`src/design/hed_pkg.sv`:
```
// Types, constants and entity tables of the HTML entity decoder.
`default_nettype none
package hed_pkg;

   localparam int NUM_ENT     = 7;
   localparam int BODY_LEN    = 5;
   localparam int HOLD_N      = 4;
   localparam int QUEUE_DEPTH = 2;
   localparam int PTR_W       = (QUEUE_DEPTH > 1) ? $clog2(QUEUE_DEPTH) : 1;
   localparam int CNT_W       = $clog2(QUEUE_DEPTH + 1);

   localparam logic [7:0] AMP_CHAR = 8'h26;

   typedef struct packed {
      logic [7:0] in_byte;
      logic       in_last;
   } req_type;

   typedef struct packed {
      logic [7:0] out_byte;
      logic       out_last;
   } rsp_type;

   // One step's output: optional literal replay ('&' plus lit_n held bytes),
   // then an optional tail byte.
   typedef struct packed {
      logic                   flush;
      logic [2:0]             lit_n;
      logic [HOLD_N-1:0][7:0] lit;
      logic                   tail_v;
      logic [7:0]             tail;
      logic                   last;
   } hed_entry_type;

   // Entity bodies (text after the ampersand), lengths and replacements.
   localparam logic [7:0] ENT_BODY [NUM_ENT][BODY_LEN] = '{
      '{"a", "m", "p", ";", 8'h00},
      '{"l", "t", ";", 8'h00, 8'h00},
      '{"g", "t", ";", 8'h00, 8'h00},
      '{"q", "u", "o", "t", ";"},
      '{"#", "3", "9", ";", 8'h00},
      '{"#", "x", "2", "7", ";"},
      '{"n", "b", "s", "p", ";"}
   };

   localparam logic [2:0] ENT_LEN [NUM_ENT] = '{
      3'd4, 3'd3, 3'd3, 3'd5, 3'd4, 3'd5, 3'd5
   };

   localparam logic [7:0] ENT_CHAR [NUM_ENT] = '{
      8'h26, 8'h3C, 8'h3E, 8'h22, 8'h27, 8'h27, 8'h20
   };

endpackage
`default_nettype wire

```
`src/design/html_entity_decoder.sv`:
```
// Top level of the streaming HTML entity decoder.
//
//   channel   dir   handshake          payload
//   req       in    req_push/req_full  req_data  (in_byte, in_last)
//   rsp       out   rsp_pop/rsp_empty  rsp_data  (out_byte, out_last)
//
// One text byte is taken per cycle while req_full is low; its results pass through a queue
// slot and then the back end's result register before they show on the result ports.
// A literal replay entry (the ampersand, up to four held bytes and a tail byte) drains at
// one byte per cycle while results are popped; req_full rises once both queue entries wait.
// Synchronous active-high reset clears the match state, queue and result valid flag.
// Stalls on either side hold their data; front and back stall independently.
`default_nettype none
module html_entity_decoder (
   input  logic             clock,
   input  logic             reset,
   input  logic             req_push,
   output logic             req_full,
   input  hed_pkg::req_type req_data,
   output logic             rsp_empty,
   input  logic             rsp_pop,
   output hed_pkg::rsp_type rsp_data
);
   import hed_pkg::*;

   logic          q_push, q_full, q_valid, q_pop;
   hed_entry_type q_in, q_head;

   hed_front u_front (
      .clock    (clock),
      .reset    (reset),
      .req_push (req_push),
      .req_full (req_full),
      .req_data (req_data),
      .q_push   (q_push),
      .q_entry  (q_in),
      .q_full   (q_full)
   );

   hed_queue u_queue (
      .clock      (clock),
      .reset      (reset),
      .push       (q_push),
      .push_entry (q_in),
      .full       (q_full),
      .valid      (q_valid),
      .pop        (q_pop),
      .head       (q_head)
   );

   hed_back u_back (
      .clock     (clock),
      .reset     (reset),
      .q_valid   (q_valid),
      .q_entry   (q_head),
      .q_pop     (q_pop),
      .rsp_empty (rsp_empty),
      .rsp_pop   (rsp_pop),
      .rsp_data  (rsp_data)
   );

endmodule
`default_nettype wire

```
`src/design/hed_front.sv`:
```
// Front end: accepts text bytes, tracks entity matches, builds output entries.
`default_nettype none
module hed_front (
   input  logic                   clock,
   input  logic                   reset,
   input  logic                   req_push,
   output logic                   req_full,
   input  hed_pkg::req_type       req_data,
   output logic                   q_push,
   output hed_pkg::hed_entry_type q_entry,
   input  logic                   q_full
);
   import hed_pkg::*;

   logic                   amp_ff, amp_in;
   logic [2:0]             count_ff, count_in;
   logic [NUM_ENT-1:0]     mask_ff, mask_in;
   logic [HOLD_N-1:0][7:0] held_ff, held_in;

   logic                   accept;
   logic [7:0]             c;
   logic [2:0]             next_n;
   logic [NUM_ENT-1:0]     match;
   logic                   complete, prefix, fresh;
   logic [7:0]             hit_char;
   logic [HOLD_N-1:0][7:0] lit_app;
   hed_entry_type          e;

   assign req_full = q_full;
   assign accept   = req_push && !q_full;
   assign c        = req_data.in_byte;
   assign next_n   = count_ff + 3'd1;

   // Candidate entities still matching after this byte
   always_comb begin
      complete = 1'b0;
      prefix   = 1'b0;
      hit_char = '0;
      for (int i = 0; i < NUM_ENT; i++) begin
         match[i] = mask_ff[i] && (count_ff < ENT_LEN[i]) &&
                    (ENT_BODY[i][count_ff] == c);
         if (match[i] && (ENT_LEN[i] == next_n)) begin
            complete = 1'b1;
            hit_char = ENT_CHAR[i];
         end
         if (match[i] && (ENT_LEN[i] > next_n)) begin
            prefix = 1'b1;
         end
      end
      for (int j = 0; j < HOLD_N; j++) begin
         lit_app[j] = (3'(j) == count_ff) ? c : held_ff[j];
      end
   end

   // Step decision: entity hit, longer prefix, divergence, new ampersand or plain byte
   always_comb begin
      e        = '0;
      e.last   = req_data.in_last;
      amp_in   = amp_ff;
      count_in = count_ff;
      mask_in  = mask_ff;
      held_in  = held_ff;
      fresh    = 1'b1;
      if (amp_ff) begin
         if (complete) begin
            e.tail_v = 1'b1;
            e.tail   = hit_char;
            amp_in   = 1'b0;
            count_in = '0;
            fresh    = 1'b0;
         end else if (prefix) begin
            held_in[count_ff[1:0]] = c;
            count_in = next_n;
            mask_in  = match;
            fresh    = 1'b0;
            if (req_data.in_last) begin
               e.flush  = 1'b1;
               e.lit    = lit_app;
               e.lit_n  = next_n;
               amp_in   = 1'b0;
               count_in = '0;
            end
         end else begin
            e.flush  = 1'b1;
            e.lit    = held_ff;
            e.lit_n  = count_ff;
            amp_in   = 1'b0;
            count_in = '0;
         end
      end
      if (fresh) begin
         if (c == AMP_CHAR) begin
            amp_in   = 1'b1;
            count_in = '0;
            mask_in  = '1;
            if (req_data.in_last) begin
               e.tail_v = 1'b1;
               e.tail   = AMP_CHAR;
               amp_in   = 1'b0;
            end
         end else begin
            e.tail_v = 1'b1;
            e.tail   = c;
         end
      end
   end

   assign q_push  = accept && (e.flush || e.tail_v);
   assign q_entry = e;

   // Match state
   always_ff @(posedge clock) begin
      if (reset) begin
         amp_ff   <= 1'b0;
         count_ff <= '0;
         mask_ff  <= '0;
      end else if (accept) begin
         amp_ff   <= amp_in;
         count_ff <= count_in;
         mask_ff  <= mask_in;
      end
   end

   // Held bytes, payload only
   always_ff @(posedge clock) begin
      if (accept) begin
         held_ff <= held_in;
      end
   end

endmodule
`default_nettype wire

```
`src/design/hed_queue.sv`:
```
// Short queue of output entries between front and back ends.
`default_nettype none
module hed_queue (
   input  logic                   clock,
   input  logic                   reset,
   input  logic                   push,
   input  hed_pkg::hed_entry_type push_entry,
   output logic                   full,
   output logic                   valid,
   input  logic                   pop,
   output hed_pkg::hed_entry_type head
);
   import hed_pkg::*;

   hed_entry_type    slots_ff [QUEUE_DEPTH];
   logic [PTR_W-1:0] wr_ptr_ff, rd_ptr_ff;
   logic [CNT_W-1:0] cnt_ff;
   logic             do_push, do_pop;

   assign full    = (cnt_ff == CNT_W'(QUEUE_DEPTH));
   assign valid   = (cnt_ff != '0);
   assign head    = slots_ff[rd_ptr_ff];
   assign do_push = push && !full;
   assign do_pop  = pop && valid;

   // Pointers and fill count
   always_ff @(posedge clock) begin
      if (reset) begin
         wr_ptr_ff <= '0;
         rd_ptr_ff <= '0;
         cnt_ff    <= '0;
      end else begin
         if (do_push) begin
            wr_ptr_ff <= (wr_ptr_ff == PTR_W'(QUEUE_DEPTH - 1)) ? '0 : wr_ptr_ff + 1'b1;
         end
         if (do_pop) begin
            rd_ptr_ff <= (rd_ptr_ff == PTR_W'(QUEUE_DEPTH - 1)) ? '0 : rd_ptr_ff + 1'b1;
         end
         if (do_push && !do_pop) begin
            cnt_ff <= cnt_ff + 1'b1;
         end else if (do_pop && !do_push) begin
            cnt_ff <= cnt_ff - 1'b1;
         end
      end
   end

   // Entry storage
   always_ff @(posedge clock) begin
      if (do_push) begin
         slots_ff[wr_ptr_ff] <= push_entry;
      end
   end

endmodule
`default_nettype wire

```
`src/design/hed_back.sv`:
```
// Back end: walks each entry byte by byte into the result register.
`default_nettype none
module hed_back (
   input  logic                   clock,
   input  logic                   reset,
   input  logic                   q_valid,
   input  hed_pkg::hed_entry_type q_entry,
   output logic                   q_pop,
   output logic                   rsp_empty,
   input  logic                   rsp_pop,
   output hed_pkg::rsp_type       rsp_data
);
   import hed_pkg::*;

   logic [2:0] idx_ff, idx_in;
   logic       out_valid_ff, out_valid_in;
   rsp_type    out_ff;
   logic [2:0] total;
   logic       is_end, load;
   logic [1:0] lit_idx;
   logic [7:0] sel_byte;

   assign total   = {2'b00, q_entry.flush} + q_entry.lit_n + {2'b00, q_entry.tail_v};
   assign is_end  = (idx_ff == total - 3'd1);
   assign load    = q_valid && (!out_valid_ff || rsp_pop);
   assign q_pop   = load && is_end;
   assign lit_idx = 2'(idx_ff - 3'd1);

   // Byte at the current position of the head entry
   always_comb begin
      if (q_entry.flush && (idx_ff == 3'd0)) begin
         sel_byte = AMP_CHAR;
      end else if (q_entry.flush && (idx_ff <= q_entry.lit_n)) begin
         sel_byte = q_entry.lit[lit_idx];
      end else begin
         sel_byte = q_entry.tail;
      end
   end

   // Position and result register control
   always_comb begin
      idx_in       = idx_ff;
      out_valid_in = out_valid_ff;
      if (load) begin
         idx_in       = is_end ? 3'd0 : idx_ff + 3'd1;
         out_valid_in = 1'b1;
      end else if (rsp_pop) begin
         out_valid_in = 1'b0;
      end
   end

   always_ff @(posedge clock) begin
      if (reset) begin
         idx_ff       <= '0;
         out_valid_ff <= 1'b0;
      end else begin
         idx_ff       <= idx_in;
         out_valid_ff <= out_valid_in;
      end
   end

   always_ff @(posedge clock) begin
      if (load) begin
         out_ff.out_byte <= sel_byte;
         out_ff.out_last <= q_entry.last && is_end;
      end
   end

   assign rsp_empty = !out_valid_ff;
   assign rsp_data  = out_ff;

endmodule
`default_nettype wire

```
`config.mk`:
```
export PLATFORM = sky130hd
export DESIGN_NAME = html_entity_decoder
export DESIGN_NICKNAME = d
export VERILOG_FILES = /design/src/design/hed_pkg.sv /design/src/design/html_entity_decoder.sv /design/src/design/hed_front.sv /design/src/design/hed_queue.sv /design/src/design/hed_back.sv
export SDC_FILE = /design/constraint.sdc
export NUM_CORES = 1
export LEC_CHECK = 0
export CORE_ASPECT_RATIO = 2
export CORE_MARGIN = 5
export CORE_UTILIZATION = 40
export DETAILED_ROUTE_END_ITERATION = 10
export DONT_BUFFER_PORTS = 1
export PLACE_DENSITY_LB_ADDON = 0.15
export RECOVER_POWER = 100
export SLEW_MARGIN = 20
export SYNTH_ARGS = -nofsm -noshare
export SYNTH_HDL_FRONTEND = slang
export SYNTH_HIERARCHICAL = 1
export SYNTH_SLANG_ARGS = --single-unit
```
`constraint.sdc`:
```
create_clock -name clock -period 5.2 [get_ports clock]
set_clock_uncertainty 0.1 [all_clocks]
set_input_delay 0.52 -clock clock [delete_from_list [all_inputs] [get_ports clock]]
set_output_delay 0.52 -clock clock [all_outputs]
set_load 0.01 [all_outputs]
```
==> results.json <==
{
  "gp_congestion": 0.8765,
  "ys_ff_latch": 153,
  "diodes": 0,
  "vdd_drop_max_v": 0.0001968,
  "clkTransAtPathRegs_ns": 0.07,
  "start_util_pct": 40.27,
  "areaGrowthSynthToFinish_pct": 9.503,
  "slew_headroom_pct": 28.90,
  "cts_setup_buffers": 0,
  "crit_buf_inv": 3,
  "hold_path.class": "input port to flip-flop",
  "hpwl_um": 15190,
  "io_buffers": 0,
  "synthFlopType": "edfxtp_1",
  "combPwrFrac_pct": 21.6,
  "p_total_mw": 3.804,
  "slowest_delay_ns": 0.69,
  "grt_usage_pct": 18.61,
  "rows": 74,
  "cp.arrival_ns": 4.87,
  "root_buffer": "clkbuf_16",
  "synth-xor-area-share_pct": 2.563,
  "core-area_um2": 20370,
  "grt_pass1_vias": 5899,
  "cp_slowest_cell": "dfxtp_1",
  "synth_top_cell_by_area": "edfxtp_1",
  "antenna_left": 0,
  "routed_wl_um": 21570,
  "die_w_um": 111.3,
  "crit_required_ns": 5.16,
  "fp.dieH_um": 212.5,
  "timing.hold.ws_ns": 0.06791,
  "rsz0062_at_grt": "no",
  "cts_max_level": 4,
  "hold_violations": 0,
  "ys_types": 71,
  "synth_compound_area_share_pct": 10.97,
  "synth_top_family_by_area": "simple AND/OR/NAND/NOR gates",
  "avgSynthCellArea_um2": 11.36,
  "syn_area_um2": 8203,
  "drtPass1Iterations": 5,
  "synth_top_area_share_pct": 48.69,
  "p_int_mw": 2.707,
  "synth-async-reset-ratio_pct": 0,
  "cts_tree": "yes",
  "wl_per_cell_um": 21.96,
  "crit_chain": "inv_1 -> ha_1 -> xnor2_1 -> a31oi_1 -> o31a_1 -> or2_1 -> a2111oi_0 -> clkbuf_1 -> nor3b_2 -> nor3_1 -> clkbuf_4 -> and2_0",
  "synth_cells": 722,
  "finalSetupViolations": 0,
  "seq_power_share_pct": 44.7,
  "antenna_found_initial": 0,
  "syn_nets": 753,
  "run_status": "finished clean",
  "yosys-top-cells-area": "edfxtp_1 49%, mux2_2 6.5%, dfxtp_1 4.9%, nand3_1 3.1%, nand2_1 2.8%",
  "synth_fa_ha_area_share_pct": 2.837,
  "drive_gt1_share_pct": 16.20,
  "p_leak_nw": 3.022,
  "avgViaCountPerCell": 5.923,
  "fin_nets": 734,
  "synth_edf_count": 133,
  "fin_tns_setup_ns": 0,
  "die-area_um2": 23650,
  "clkSinkCount": 153,
  "cp-end-kind": "flip-flop",
  "critPathKind": "flip-flop to flip-flop",
  "ctsResizeCount": 0,
  "cts_buffers": 17,
  "multi_input_area_um2": 3412,
  "grt_max_degree": 64,
  "clock_path_buffers": 2,
  "yosys.area_share.simple_pct": 16.56,
  "num-fill-cells": 1934,
  "yosysSeqAreaShare_pct": 53.57,
  "worstMarginPinSlew_ns": 1.066,
  "pwr-share-clk_pct": 33.7,
  "grt_overflow": 0,
  "startpoint_type": "flip-flop",
  "synth_most_common_cell": "edfxtp_1",
  "critical_path.max_fanout": 15,
  "drtIter0Drc": 459,
  "finalCriticalPeriod_ns": 4.908,
  "fin_crit_sh_pct": 94.38,
  "clock_latency_ns": 0.42,
  "p_switching_mw": 1.097,
  "p_per_area_nw_per_um2": 423.5,
  "synth.top_cells.by_count": "133 x edfxtp_1, 62 x nand2_1, 50 x nand3_1",
  "num_io_pins": 24,
  "drc_errors": 0,
  "hold_buffers": 0,
  "ff_latch_area_um2": 4395,
  "cp_top_family": "simple AND/OR/NAND/NOR gates",
  "grt_pass1_wl_um": 33650,
  "yosysWarnings": 6,
  "swShare_pct": 28.84,
  "slew_viol_final": 0,
  "synthMuxAreaShare_pct": 8.771,
  "cap_violations": 0,
  "vias": 5816,
  "fmaxAchievable_ghz": 0.2038
}
## per-stage QoR
stage	instance area (µm²)	setup WS (ns)	util [%]	cells
6_report	8982	0.2922	44.10	982
5_1_grt	8982	0.1064	44.10	982
4_1_cts	9027	0.5460	44.32	982
3_5_place_dp	8412	0.5766	41.30	950
3_3_place_gp	8412	0.6798	41.30	950
2_1_floorplan	8203	0.4356	-	722
## registers in the layout (all words and copies together) (netlist names), named ones only
register,count
u_queue/slots_ff,92
u_front/held_ff,32
u_back/rsp_data,9
u_front/mask_ff,7
u_back/idx_ff,3
u_front/count_ff,3
u_queue/cnt_ff,2
u_back/out_valid_ff,1
u_front/amp_ff,1
u_queue/rd_ptr_ff,1
u_queue/wr_ptr_ff,1
## worst paths after layout
kind                  startpoint  slack (ns)  cells after the start                 end
min reg2reg    u_queue/wr_ptr_ff        0.40                      2   u_queue/wr_ptr_ff
max          u_front/count_ff[0]        0.29                     12  u_front/held_ff[4]
min                        reset        0.07                      1      u_front/amp_ff
max reg2reg  u_front/count_ff[0]        0.29                     12  u_front/held_ff[4]
## cell type report
| type | instances | share of cell area, % |
|---|---|---|
| repair buffers | 18 | 1.393 |
| multi-input cells | 486 | 37.99 |
| flip-flops and latches | 153 | 48.93 |
| well taps | 266 | 3.705 |
| clock buffers | 17 | 4.736 |
| clock inverters | 15 | 2.117 |
| inverters | 27 | 1.128 |
## logic make-up after synthesis
group                    Yosys count
AO/OA/AOI/OAI                    130
multiplexers                      56
flip-flops                       153
XOR/XNOR                          24
adder cells (fa/ha/maj)           18
buffers and inverters             83
AND/OR/NAND/NOR                  258
## cells in the final DEF (no fill, tap or decap), types with 3 or more instances in the layout
master     instances
o21bai_1           5
o21ai_0           26
or3_1              9
bufinv_16          3
clkbuf_16         17
dfxtp_1           19
clkbuf_1           5
nor3_1            13
and2_0             4
a31oi_1           33
or2_2              4
ha_1              17
mux4_2             8
o2111a_1           3
xor2_1            12
a21oi_1           25
nand3_1           50
edfxtp_1         133
nand2_1           62
nor4_1             4
o22ai_1            3
o32ai_1            4
xnor2_1           12
nor2_1            30
nand2b_1          13
mux2_2            46
inv_1             27
buf_4              7
nor2b_1           13
inv_6              4
and2_1             5
or4_1              5
nand4_1           31
clkbuf_2           3
## power groups by stage
stage               registers (mW)  logic (mW)  clock network (mW)
detailed placement            1.73       0.841                   0
global route                  1.73       0.901                1.36
finish                        1.70       0.822                1.28
CTS                           1.71       0.848                1.31
global placement              1.72       0.828                   0
floorplan                     1.69       0.659                   0
## layer usage
metal	track usage, %	share of wire [%]
met1	19.99	38
met2	33.17	52
met3	3.617	4.0
met4	11.97	6.3
met5	0	0
Power figures use the tool's default switching activity.
